===== src/rtl/core/hcpt_pkg.sv =====
// ----------------------------------------------------------------------------
// hcpt_pkg
// shared types and constants of the hermite curve point table
// ----------------------------------------------------------------------------
package hcpt_pkg;

  localparam int MAX_POINTS = 16;
  localparam int IDX_W      = $clog2(MAX_POINTS);
  localparam int CNT_W      = $clog2(MAX_POINTS + 1);

  typedef enum logic [1:0] {
    OP_CLEAR  = 2'd0,
    OP_INSERT = 2'd1,
    OP_QUERY  = 2'd2,
    OP_NONE   = 2'd3
  } op_t;

  typedef enum logic [1:0] {
    ST_OK    = 2'd0,
    ST_FEW   = 2'd1,
    ST_RANGE = 2'd2,
    ST_FULL  = 2'd3
  } status_t;

  typedef enum logic [1:0] {
    AX_X = 2'd0,
    AX_Y = 2'd1,
    AX_Z = 2'd2
  } axis_t;

  typedef enum logic [1:0] {
    T_IDLE,
    T_ROT,
    T_LAUNCH,
    T_EVAL
  } top_state_t;

  typedef enum logic [3:0] {
    E_IDLE,
    E_DIV,
    E_SQ,
    E_CUBE,
    E_BASIS,
    E_TERM,
    E_TAN,
    E_LO,
    E_HI,
    E_ACC
  } ev_state_t;

  typedef struct packed {
    logic        [31:0] tm;
    logic signed [31:0] px;
    logic signed [31:0] py;
    logic signed [31:0] pz;
    logic signed [31:0] tx;
    logic signed [31:0] ty;
    logic signed [31:0] tz;
  } point_t;

  typedef struct packed {
    logic        ins;
    logic        rot;
    logic [31:0] q;
    point_t      pt;
  } cell_ctrl_t;

endpackage


===== src/rtl/core/hcpt_cell.sv =====
// ----------------------------------------------------------------------------
// hcpt_cell
// one table slot: holds a point, shifts up on insert, rotates down on search
// ----------------------------------------------------------------------------
module hcpt_cell import hcpt_pkg::*; (
  input  logic       clk,
  input  cell_ctrl_t ctrl,
  input  logic       valid,
  input  logic       prev_le,
  input  logic       prev_valid,
  input  point_t     prev_pt,
  input  point_t     next_pt,
  output point_t     pt,
  output logic       le
);

  point_t pt_r;
  point_t pt_nxt;

  assign pt = pt_r;
  assign le = valid && (pt_r.tm <= ctrl.q);

  always_comb begin
    pt_nxt = pt_r;
    if (ctrl.rot) begin
      pt_nxt = next_pt;
    end else if (ctrl.ins) begin
      if (prev_valid && !prev_le) begin
        pt_nxt = prev_pt;
      end else if (prev_le && !le) begin
        pt_nxt = ctrl.pt;
      end
    end
  end

  always_ff @(posedge clk) begin
    pt_r <= pt_nxt;
  end

endmodule


===== config.mk =====
export PLATFORM = sky130hd
export DESIGN_NAME = hcpt_cell
export DESIGN_NICKNAME = d
export VERILOG_FILES = /design/src/rtl/core/hcpt_pkg.sv /design/src/rtl/core/hcpt_cell.sv
export SDC_FILE = /design/constraint.sdc
export NUM_CORES = 1
export LEC_CHECK = 0
export BUFFER_PORTS_ARGS = -buffer_cell sky130_fd_sc_hd__buf_2
export CORE_AREA = 2 2 366 368
export DETAILED_ROUTE_END_ITERATION = 12
export DIE_AREA = 0 0 368 370
export SLEW_MARGIN = 20
export SYNTH_ARGS = -nofsm -noshare
export SYNTH_HDL_FRONTEND = slang
export SYNTH_SLANG_ARGS = --single-unit

===== constraint.sdc =====
create_clock -name clk -period 14.8 [get_ports clk]
set_input_delay 1.48 -clock clk [delete_from_list [all_inputs] [get_ports clk]]
set_output_delay 1.48 -clock clk [all_outputs]
set_load 0.02 [all_outputs]

## After elaboration in Yosys (flattened, before gate mapping)

Cells that the tools add are included.

| operators by class | value |
|---|---|
| add/subtract/negate cells | 0 |
| div/mod/pow operators | 0 |
| muxes and demuxes | 4 |
| reductions and logical operators | 8 |
| multiply operators | 0 |
| equal/unequal tests | 0 |
| bitwise gates (word level) | 0 |
| $lt $le $gt $ge | 1 |
| shift-type cells | 0 |

Operators by type and width:

| operator | number |
|---|---|
| 2-to-1 mux 224 bit | 4 |
| less-or-equal comparator 32 bit | 1 |
| logical AND 1 bit | 3 |
| nonzero test 3 bit | 1 |
| zero test 1 bit | 2 |
| AND reduction 2 bit | 1 |
| nonzero test 2 bit | 1 |

| word-level totals | value |
|---|---|
| ROM bits | 0 |
| latch bits | 0 |
| memories | 0 |
| output and inout bits | 225 |
| memory bits (writable) | 0 |
| register bits after elaboration | 224 |
| logic and storage cells | 20 |
| bits of input ports | 710 |

## Depth between registers and ports, before layout

Gate-level depths: netlist of run 1.

| logic depth | value |
|---|---|
| word-level depth | 8 |
| gate-level depth with buffers | 7 |
| mapped depth without buffers | 7 |

## Worst setup path before layout of run 1

No wires, ideal clock.

| timing path | value |
|---|---|
| path type | input -> register |
| start | input port ctrl[239] (netlist name) |
| end | register pt_r, in the netlist pt[0], enable pin |
| arrival time | 8.687 ns |
| data required time | 12.018 ns |
| path buffers | 0 |
| library setup time | 2.782 ns |
| stages on the path | 7 |
| slack | 3.331 ns |
| cell sequence | inv_1 > ha_1 > nand4_4 > nor4_4 > and3_1 > a311o_2 > nand4b_1 |

| on the way | value |
|---|---|
| word-level cells in the longest chain between the ends | 6 |

Ends and longest elaborated chain:

| what | RTL line | RTL |
|---|---|---|
| start, declared | hcpt_cell.sv:7 | `input cell_ctrl_t ctrl,` |
| less-or-equal comparator 32 bit | hcpt_cell.sv:21 | `assign le = valid && (pt_r.tm <= ctrl.q);` |
| logical AND 1 bit | hcpt_cell.sv:21 |  |
| zero test 1 bit | hcpt_cell.sv:30 | `end else if (prev_le && !le) begin` |
| logical AND 1 bit | hcpt_cell.sv:30 |  |
| nonzero test 3 bit (no line) | - |  |
| AND reduction 2 bit (no line) | - |  |
| end signal, assigned | hcpt_cell.sv:37 | `pt_r <= pt_nxt;` |
| end, declared | hcpt_cell.sv:17 | `point_t pt_r;` |

Every way passes these cells.
A chain may end at the register's enable or synchronous reset.

## Final worst setup path of run 1

| timing path | value |
|---|---|
| start | input port ctrl[239] (netlist name) |
| end | register pt_r, in the netlist pt[45], enable pin |

Same word-level chain as after synthesis.

==> out/qor.yml, run 1 <==
status: "finished, final reports clean"
clkLatencyLatePin_ps: 590
cts-buffers-inserted: 35
start_util_pct: 9.278
cts_setup_buffers: 0
hold_viol: 0
syn-num-nets: 1836
rsz0062_at_grt: "no"
fillers: 15100
r2r-start: "pt[203]"
drt_iter0_drc: 821
overflow: 0
die_x_um: 368
grt_pass1_vias: 12470
drive_gt1_share_pct: 49.73
htree_levels: 2
via_per_inst: 3.430
place_congestion: 0.9284
final_util_pct: 15.15
clock-sinks: 224
worst_setup_path_start_kind: "primary input"
drcViolationCount: 0
synth_area_um2: 12290
yosysSeqAreaShare_pct: 54.73
path_class: "primary input to flop"
crit_required_ps: 15000
num_vias: 13110
p_per_area_nw_per_um2: 109.2
port_buffers: 934
grt_pass1_wl_um: 125200
groute.usage.overall_pct: 14.27
syn_inst: 1094
clk_pin_slew_worst_paths_ps: 60
critPathCaptureType: "flop"
synth_edf_count: 224
drtPass1Iterations: 5
synth_top_flop_cell: "edfxtp_1"
regArea_um2: 6726
startpoint: "ctrl[239]"
synth_seq_cells: 224
fin_area_um2: 20070
clockBufferDepth: 3
p_leak_nw: 8.817
synth_async_sr_flop_share_pct: 0
area_growth_syn_to_layout_pct: 63.30
worst_hold_slack_ps: 1168
drtAntennaViolNets: 0
cp_max_fo: 66
cts_tree: "built"
wl_per_cell_um: 26.69
fin_tns_setup_ps: 0
clock_skew_ps: 32.90
cts-root-buf: "clkbuf_16"
syn_avg_cell_area_um2: 11.23
crit_slowest_cell: "a2111oi_2"
netlist-cell-type-count: 34
worst-slew-pin-transition_ps: 1050
fin_crit_sh_pct: 33.76
peakVddDrop_mv: 0.06059
cp.arrival_ps: 5190
finalSetupViolations: 0
io_pins: 935
largest_reg_flops: 224
max_clock_freq_mhz: 200.1
grt_max_degree: 121
placed_area_um2: 18860
fp.dieH_um: 370
dp_hpwl_um: 89200
cts.hold.buffers_added: 0
dieArea_um2: 136200
totalWireLength_um: 102000
multiInputGateArea_um2: 5024
reg2reg_slack_ps: 10380
crit_top_cell: "buf_4"
ys_warn_count: 0
hp-class: "primary input to flop"
crit_path_max_incr_delay_ps: 760
slew_headroom_pct: 29.85
antenna_found_initial: 174
postCtsResizedCells: 0
num_rows: 134
finalMaxSlewViolations: 0
finalCriticalPeriod_ps: 4997
worstPathCellList: "buf_2 -> inv_1 -> ha_1 -> nand4_4 -> a2111oi_2 -> o31ai_1 -> nand4b_1 -> buf_4 -> buf_4"
coreArea_um2: 132500
hp-start: "next_pt[98]"
cap_viol_max_count: 0
num-nets-final: 2745
==> cell usage after synthesis (2+ instances only) <==
cell type	instances	area, um^2
nand4_1	5	31.28
buf_4	20	150.1
inv_1	32	120.1
ha_1	32	400.4
a21oi_1	12	60.06
o31ai_1	2	15.01
clkbuf_1	36	135.1
mux2i_1	224	2242
o21ai_0	68	340.3
o21ai_1	161	805.8
nand2_1	229	859.6
a211oi_1	2	15.01
nand4_4	2	42.54
a21o_1	2	15.01
nor2b_1	5	31.28
buf_2	12	60.06
nand3_1	3	15.01
buf_6	6	67.56
edfxtp_1	224	6726
nor2_1	3	11.26
==> logic make-up after synthesis <==
group                      after synthesis  share of synthesized area [%]
adders and majority gates               32                          3.258
DFF                                    224                          54.73
muxes                                  224                          18.24
buffers and inverters                  107                          4.449
AOI/OAI and AO/OA                      253                          10.64
and+or+nand+nor                        254                          8.674
==> cell type report <==
type	instances	share of cell area, %
Sequential cell	224	33.52
Multi-Input combinational cell	763	25.03
Timing Repair Buffer	947	23.83
Tap cell	1768	11.02
Clock buffer	39	4.439
Clock inverter	20	1.185
Inverter	32	0.5985
Antenna cell	30	0.3741
==> per-stage QoR <==
stage	total power [mW]	instances	setup WS [ps]
2_1_floorplan	1.075	1094	3331
3_3_place_gp	1.357	3734	9181
3_5_place_dp	1.360	3734	9094
4_1_cts	2.253	3793	9745
5_1_grt	2.293	3804	9554
6_report	2.191	3823	9803
==> worst max-delay path, delay by kind of cell <==
family                     cells  cell delay [ps]
buffers and inverters          4             1340
AOI/OAI and AO/OA              2              920
and+or+nand+nor                2              900
adders and majority gates      1              340
==> power by group <==
part	switching (mW)	internal [mW]
combinational	0.343	0.176
sequential	0.0274	0.789
clock	0.351	0.505
==> per-layer routing <==
metal	vias up	share of wire, %	global-route usage [%]
met2	857	42	20.66
met3	310	16	9.994
met4	134	3.7	4.937
li1	5861	-	-
met5	-	0.81	0
met1	5950	38	16.39
==> worst paths after layout <==
kind                                end  depth (start not counted)
worst min register to register  pt[210]                          5
worst min-delay path             pt[98]                          3
worst max register to register   pt[45]                          7
worst max-delay path             pt[45]                          9
==> cells in the final DEF, fill, tap and decap left out, drive strengths merged, types with 2 or more instances in the layout <==
cell type	count
inv	34
clkinvlp	2
o21ai	229
o31ai	2
edfxtp	224
ha	32
diode	30
nand2	229
a21o	2
a21oi	12
nor2b	5
a211oi	2
nor2	3
nand3	3
clkinv	12
mux2i	224
clkbuf	39
nor4	2
buf	947
bufinv	4
nand4	8
Power figures use the tool's default switching activity.
==> run 2: changes to the inputs <==
==> constraint.sdc (replaced) <==
create_clock -name clk -period 5.1 [get_ports clk]
set_input_delay 0.51 -clock clk [delete_from_list [all_inputs] [get_ports clk]]
set_output_delay 0.51 -clock clk [all_outputs]
set_load 0.02 [all_outputs]
==> run 2 against run 1 <==
Against the previous run:
- sequential cell count unchanged
- critical endpoint is now le
- critical path type is now flop to primary output
- total power rose to 2.8 times the previous value
- core utilization up 0.059 points
- clock power rose to 2.8 times the previous value
- global-route usage up 0.070 points
- highest routed layer unchanged
- sequential share of layout area down 0.13 points
- clock skew up 5.7 ps
==> out/qor.yml, run 2 (same netlist as run 1, synthesis figures left out) <==
groute.usage.overall_pct: 14.34  # +0.070 points
clockBufferDepth: 3  # unchanged
r2r-start: "pt[204]"
finalCriticalPeriod_ps: 3473
hp-class: "primary input to flop"
hold_depth: 3  # unchanged
clkLatencyLatePin_ps: 600  # about the same
switchingPower_mw: 2.115  # +190%
seq_power_share_pct: 37.9  # +0.6 points
cp-endpoint: "le"
clk_pin_slew_worst_paths_ps: 60  # about the same
p_int_mw: 4.128  # +180%
startpoint: "pt[204]"
rr_endpoint: "pt[131]"
totalWireLength_um: 101900  # -0.13%
drive_gt1_share_pct: 49.85  # +0.12 points
grt_pass1_wl_um: 126200  # +0.81%
crit_slowest_cell: "a2111oi_2"
num-nets-final: 2745  # unchanged
cts_setup_buffers: 0  # unchanged
drtPass1Iterations: 5  # unchanged
drt_iter0_drc: 605  # -26%
cts-root-buf: "clkbuf_16"
max_clock_freq_mhz: 287.9
crit_required_ps: 4590  # -10,410 ps
placed_area_um2: 18970  # +0.56%
num_rows: 134  # unchanged
r2r_cells: 6  # -1
fin_area_um2: 20150  # +0.39%
power_switching_share_pct: 33.88  # +0.97 points
via_per_inst: 3.425  # -0.14%
start_util_pct: 9.278  # unchanged
io_pins: 935  # unchanged
postCtsResizedCells: 0  # unchanged
area_growth_syn_to_layout_pct: 63.93
cts_tree: "built"
hold_viol: 0  # unchanged
worst-path-buf-inv: 1  # -3
grt_pass1_vias: 12360  # -0.89%
layout_common_cells: "933 x buf_2, 229 x nand2_1, 224 x mux2i_1, 224 x edfxtp_1, 161 x o21ai_1"
coreArea_um2: 132500  # unchanged
status: "finished, final reports clean"
critPathCaptureType: "primary output"
cts.hold.buffers_added: 0  # unchanged
place_congestion: 0.8940  # -3.7%
worstPathCellList: "ha_1 -> nand4_4 -> a2111oi_2 -> o31ai_1 -> nor2b_1 -> buf_2"
reg2reg_slack_ps: 1650  # -8730 ps
overflow: 0  # unchanged
wl_per_cell_um: 26.61  # -0.28%
die_x_um: 368  # unchanged
final_util_pct: 15.21  # +0.059 points
cp.arrival_ps: 2960  # -2230 ps
antenna_found_initial: 190  # +9.2%
fp.dieH_um: 370  # unchanged
cp.depth: 6  # -3
fin_crit_sh_pct: 68.10
power_frac_clock_pct: 38.2  # -0.9 points
worst_setup_path_start_kind: "flop"
clock-sinks: 224  # unchanged
comb_power_share_pct: 23.9  # +0.2 points
final_common_cell: "buf_2"
finalMaxSlewViolations: 0  # unchanged
port_buffers: 934  # unchanged
grt_max_degree: 165  # +36%
p_leak_nw: 8.811  # about the same
worst-slew-pin-transition_ps: 1051  # +0.5858 ps
p_per_area_nw_per_um2: 309.9  # +180%
htree_levels: 2  # unchanged
cts-buffers-inserted: 36  # +2.9%
dieArea_um2: 136200  # unchanged
clock_skew_ps: 38.58  # +5.675 ps
finalSetupViolations: 0  # unchanged
cap_viol_max_count: 0  # unchanged
peakVddDrop_mv: 0.1862  # +210%
drcViolationCount: 0  # unchanged
worst_hold_slack_ps: 206.6  # -961.8 ps
dp_hpwl_um: 88930  # -0.31%
num_vias: 13110  # +0.015%
path_class: "flop to primary output"
slew_headroom_pct: 29.22  # -0.63 points
cp_max_fo: 4  # -94%
drtAntennaViolNets: 0  # unchanged
critical-path-top-delay-family: "compound AO/OA/AOI/OAI gates"
rsz0062_at_grt: "no"
largest_reg_flops: 224  # unchanged
crit_path_max_incr_delay_ps: 950  # +190 ps
[run 2: final cells by class]
class | count | area (um^2)
repair buffers | 946 | 4850
clock buffers | 41 | 919.6
fillers | 15030 | 112300
clock inverters | 24 | 178.9
well taps | 1768 | 2212
inverters | 32 | 120.1
flip-flops and latches | 224 | 6726
multi-input cells | 763 | 5061
diodes | 31 | 77.57
[run 2: routing by layer]
| layer | wire (um) | share of wire [%] | vias up | global-route usage, % |
|---|---|---|---|---|
| li1 | - | - | 5866 | - |
| met1 | 36690 | 36 | 5933 | 15.38 |
| met2 | 45120 | 44 | 791 | 22.44 |
| met3 | 16170 | 16 | 352 | 10.53 |
| met4 | 2820 | 2.8 | 172 | 3.430 |
| met5 | 1109 | 1.1 | - | 0 |
[run 2: tightest hold or removal path, cell delays in order]
cell	delay [ps]
buf_2	70
nand2_1	40
o21ai_1	60
[run 2: worst min-delay path by stage]
stage                      start      end  slack (ps)
floorplan             next_pt[0]    pt[0]         700
global placement     next_pt[33]   pt[33]         790
detailed placement   next_pt[56]   pt[56]         790
CTS                  next_pt[28]   pt[28]         130
global route         next_pt[41]   pt[41]         180
finish              next_pt[162]  pt[162]         210
[run 2: per-stage QoR]
stage | instances | TNS, ps | setup slack [ps] | power [mW]
2_1_floorplan | 1094 | -1198310 | -5350 | 3.124
3_3_place_gp | 3733 | 0 | 1242 | 3.925
3_5_place_dp | 3733 | 0 | 1240 | 3.945
4_1_cts | 3798 | 0 | 1428 | 6.447
5_1_grt | 3807 | 0 | 1444 | 6.576
6_report | 3829 | 0 | 1627 | 6.243
[run 2: power groups by stage]
| stage | combinational [mW] | clock [mW] | sequential [mW] |
|---|---|---|---|
| finish | 1.49 | 2.38 | 2.37 |
| detailed placement | 1.54 | 0 | 2.41 |
| floorplan | 0.426 | 0 | 2.70 |
| CTS | 1.54 | 2.53 | 2.37 |
| global placement | 1.53 | 0 | 2.40 |
| global route | 1.61 | 2.58 | 2.39 |
==> run 3: changes to the inputs <==
--- a/config.mk
+++ b/config.mk
@@ -5,10 +5,11 @@
 export SDC_FILE = /design/constraint.sdc
 export NUM_CORES = 1
 export LEC_CHECK = 0
+export ABC_AREA = 1
 export BUFFER_PORTS_ARGS = -buffer_cell sky130_fd_sc_hd__buf_2
-export CORE_AREA = 2 2 366 368
+export CORE_AREA = 2 2 363 365
 export DETAILED_ROUTE_END_ITERATION = 12
-export DIE_AREA = 0 0 368 370
+export DIE_AREA = 0 0 365 367
 export SLEW_MARGIN = 20
 export SYNTH_ARGS = -nofsm -noshare
 export SYNTH_HDL_FRONTEND = slang
==> constraint.sdc (replaced) <==
create_clock -name clk -period 3.1 [get_ports clk]
set_input_delay 0.31 -clock clk [delete_from_list [all_inputs] [get_ports clk]]
set_output_delay 0.31 -clock clk [all_outputs]
set_load 0.02 [all_outputs]
==> run 3 against run 2 <==
Against the previous run:
- count of clock-buffer cells in the layout fell by 3
- setup slack got worse by 1400 ps
- die area fell by 1.6%
- sequential share of layout area fell by 0.083 points
- combinational power rose by 77%
- synthesized area fell by 2.6%
- final cell count rose by 6.9%
- critical path type is now flop to flop
- highest routed layer unchanged
==> out/qor.yml, run 3 <==
drt_iter0_drc: 1201  # +99%
hp-class: "primary input to flop"
yosysMostFrequentCell: "nand2_1"
regArea_um2: 6726  # unchanged
syn_avg_cell_area_um2: 8.736  # -22%
path_class: "flop to flop"
clockBufferDepth: 3  # unchanged
num_rows: 133  # -0.75%
synth-compound-area-share_pct: 12.57  # +1.9 points
peakVddDrop_mv: 0.2948  # +58%
layout_common_cells: "934 x buf_2, 487 x nand2_1, 236 x nor2_1"
netlist-cell-type-count: 18  # -47%
synthSimpleGateAreaFrac_pct: 23.03  # +14 points
num-nets-final: 3047  # +11%
crit_top_cell: "nand2_1"
crit_slowest_cell: "edfxtp_1"
worst_setup_path_start_kind: "flop"
status: "finished, final reports clean"
finalCriticalPeriod_ps: 2864
synth_async_sr_flop_share_pct: 0  # unchanged
postCtsResizedCells: 0  # unchanged
multiInputGateArea_um2: 4687  # -7.4%
drtPass1Iterations: 7  # +2
synthMuxAreaShare_pct: 0  # -18 points
largest_reg_flops: 224  # unchanged
syn-num-nets: 2112  # +15%
final_common_cell: "buf_2"
drcViolationCount: 0  # unchanged
critical-path-top-delay-family: "simple AND/OR/NAND/NOR gates"
synth_top_family_by_area: "simple AND/OR/NAND/NOR gates"
rsz0062_at_grt: "no"
synth_top_flop_cell: "edfxtp_1"
drive_gt1_share_pct: 45.23  # -4.6 points
worst-path-buf-inv: 2  # +1
port_buffers: 934  # unchanged
cts-root-buf: "clkbuf_16"
cts.hold.buffers_added: 0  # unchanged
area_growth_syn_to_layout_pct: 68.75
num_vias: 14800  # +13%
start_util_pct: 9.173  # -0.11 points
grt_max_degree: 115  # -30%
fillers: 15060  # +0.18%
cts_tree: "built"
syn_inst: 1370  # +25%
grt_pass1_vias: 14290  # +16%
place_inst: 4024  # +7.8%
synth_seq_cells: 224  # unchanged
p_leak_nw: 9.071  # +3.0%
slew_headroom_pct: 30.53  # +1.3 points
synth_area_um2: 11970  # -2.6%
antenna_found_initial: 85  # -55%
synthAdderAreaFrac_pct: 3.346  # +0.088 points
crit_path_max_incr_delay_ps: 410  # -540 ps
cap_viol_max_count: 0  # unchanged
totalWireLength_um: 107700  # +5.7%
ys_warn_count: 0  # unchanged
finalSetupViolations: 0  # unchanged
clkLatencyLatePin_ps: 580  # -20 ps
via_per_inst: 3.615  # +5.5%
clock-sinks: 224  # unchanged
synth_top_area_share_pct: 56.20  # +1.5 points
place_congestion: 1.030  # +15%
fin_crit_sh_pct: 92.38
overflow: 0  # unchanged
clk_pin_slew_worst_paths_ps: 60  # about the same
worst-slew-pin-transition_ps: 1042  # -8.559 ps
drtAntennaViolNets: 0  # unchanged
grt_pass1_wl_um: 134500  # +6.6%
yosysTopAreaCell: "edfxtp_1"
groute.usage.overall_pct: 15.33  # +1.0 points
p_per_area_nw_per_um2: 516.4  # +67%
cts_setup_buffers: 0  # unchanged
max_clock_freq_mhz: 349.2
synth_edf_count: 224  # unchanged
htree_levels: 2  # unchanged
wl_per_cell_um: 26.31  # -1.2%
die_x_um: 365  # -0.82%
hold_viol: 0  # unchanged
power_mw: 10.43  # +67%
synth_area_leaders: "edfxtp_1 56%, nand2_1 15%, a31oi_1 12%"
io_pins: 935  # unchanged
stdcell_count: 4094  # +6.9%
yosysSeqAreaShare_pct: 56.20  # +1.5 points
worstPathCellList: "ha_1 -> nand2_1 -> nor2_1 -> nand4_1 -> nor2_1 -> nand2_1 -> nand2_1 -> nand2_1 -> nand2_1 -> nand2_2 -> a21oi_4 -> buf_12 -> buf_12"
cp_max_fo: 37  # +33
coreArea_um2: 130500  # -1.5%
crit_required_ps: 3380  # -1210 ps
dieArea_um2: 134000  # -1.6%
synth_xor_area_share_pct: 0  # unchanged
yosys-top-cells-count: "488 x nand2_1, 236 x nor2_1, 224 x a31oi_1, 224 x edfxtp_1, 56 x clkbuf_1"
cp.arrival_ps: 3140  # +180 ps
dp_hpwl_um: 93010  # +4.6%
finalMaxSlewViolations: 0  # unchanged
cts-buffers-inserted: 34  # -5.6%
fp.dieH_um: 367  # -0.81%
critPathCaptureType: "flop"
clock_skew_ps: 24.07  # -14.51 ps
## run 3: cell types whose count changed after synthesis, moves of 3 or more
cell      delta
o21ai_1    -161
clkbuf_1    +20
a31oi_1    +223
buf_4       -19
mux2i_1    -224
inv_1        +9
buf_6        -6
nand4_1      -3
inv_2        +3
nand2_1    +259
nor2_1     +233
buf_2       +26
o21ai_0     -66
nor2b_1      -5
## run 3: cells by family (layout without fill, tap and decap cells)
logic type	count (synthesis)	in the layout
buffers and inverters	141	1099
adder cells (fa/ha/maj)	32	32
AND/OR/NAND/NOR	730	730
flip-flops	224	224
other	0	11
AO/OA/AOI/OAI	243	243
## run 3: final cells by class
| class | count | share of cell area [%] |
|---|---|---|
| Clock inverter | 21 | 1.041 |
| Multi-Input combinational cell | 1005 | 23.21 |
| Clock buffer | 38 | 4.287 |
| Inverter | 44 | 0.8921 |
| Tap cell | 1755 | 10.87 |
| Timing Repair Buffer | 996 | 26.26 |
| Antenna cell | 11 | 0.1363 |
| Sequential cell | 224 | 33.31 |
## run 3: metrics by stage
step	area, um^2	setup TNS [ps]	utilization, %	setup WS [ps]	hold WS, ps
6_report	20200	0	15.48	236.2	82.41
5_1_grt	20180	0	15.47	84.37	50.20
2_1_floorplan	11990	-558280	-	-2492	563.7
3_5_place_dp	19090	0	14.63	195.0	659.6
3_3_place_gp	19090	0	14.63	233.8	653.2
4_1_cts	20170	0	15.46	160.0	15.22
## run 3: layer usage
metal  wire [um]  global-route usage, %  vias up  share of wire, %
met2       49070                  24.92      823                46
met1       44490                  19.21     7084                41
met3       10310                  4.994      208               9.6
met5         300                      0        -              0.28
li1            -                      -     6633                 -
met4        3527                  4.448       50               3.3
## run 3: path summary, 6_finish.rpt
kind / start / endpoint / slack, ps / depth (start not counted)
setup / recovery: pt[214] / pt[82] / 240 / 13
hold / removal: next_pt[17] / pt[17] / 80 / 3
setup reg to reg: pt[214] / pt[82] / 240 / 13
hold reg to reg: pt[200] / pt[170] / 1480 / 11
## run 3: worst register-to-register path, stage by stage (launching register included)
cell,delay [ps]
edfxtp_1,410
ha_1,330
nand2_1,60
nor2_1,210
nand4_1,130
nor2_1,260
nand2_1,90
nand2_1,70
nand2_1,50
nand2_1,80
nand2_2,70
a21oi_4,230
buf_12,250
buf_12,350
## run 3: power breakdown
group | internal (mW) | switching [mW] | total [mW]
clock | 2.27 | 1.64 | 3.91
combinational | 0.860 | 1.78 | 2.64
sequential | 3.74 | 0.143 | 3.88
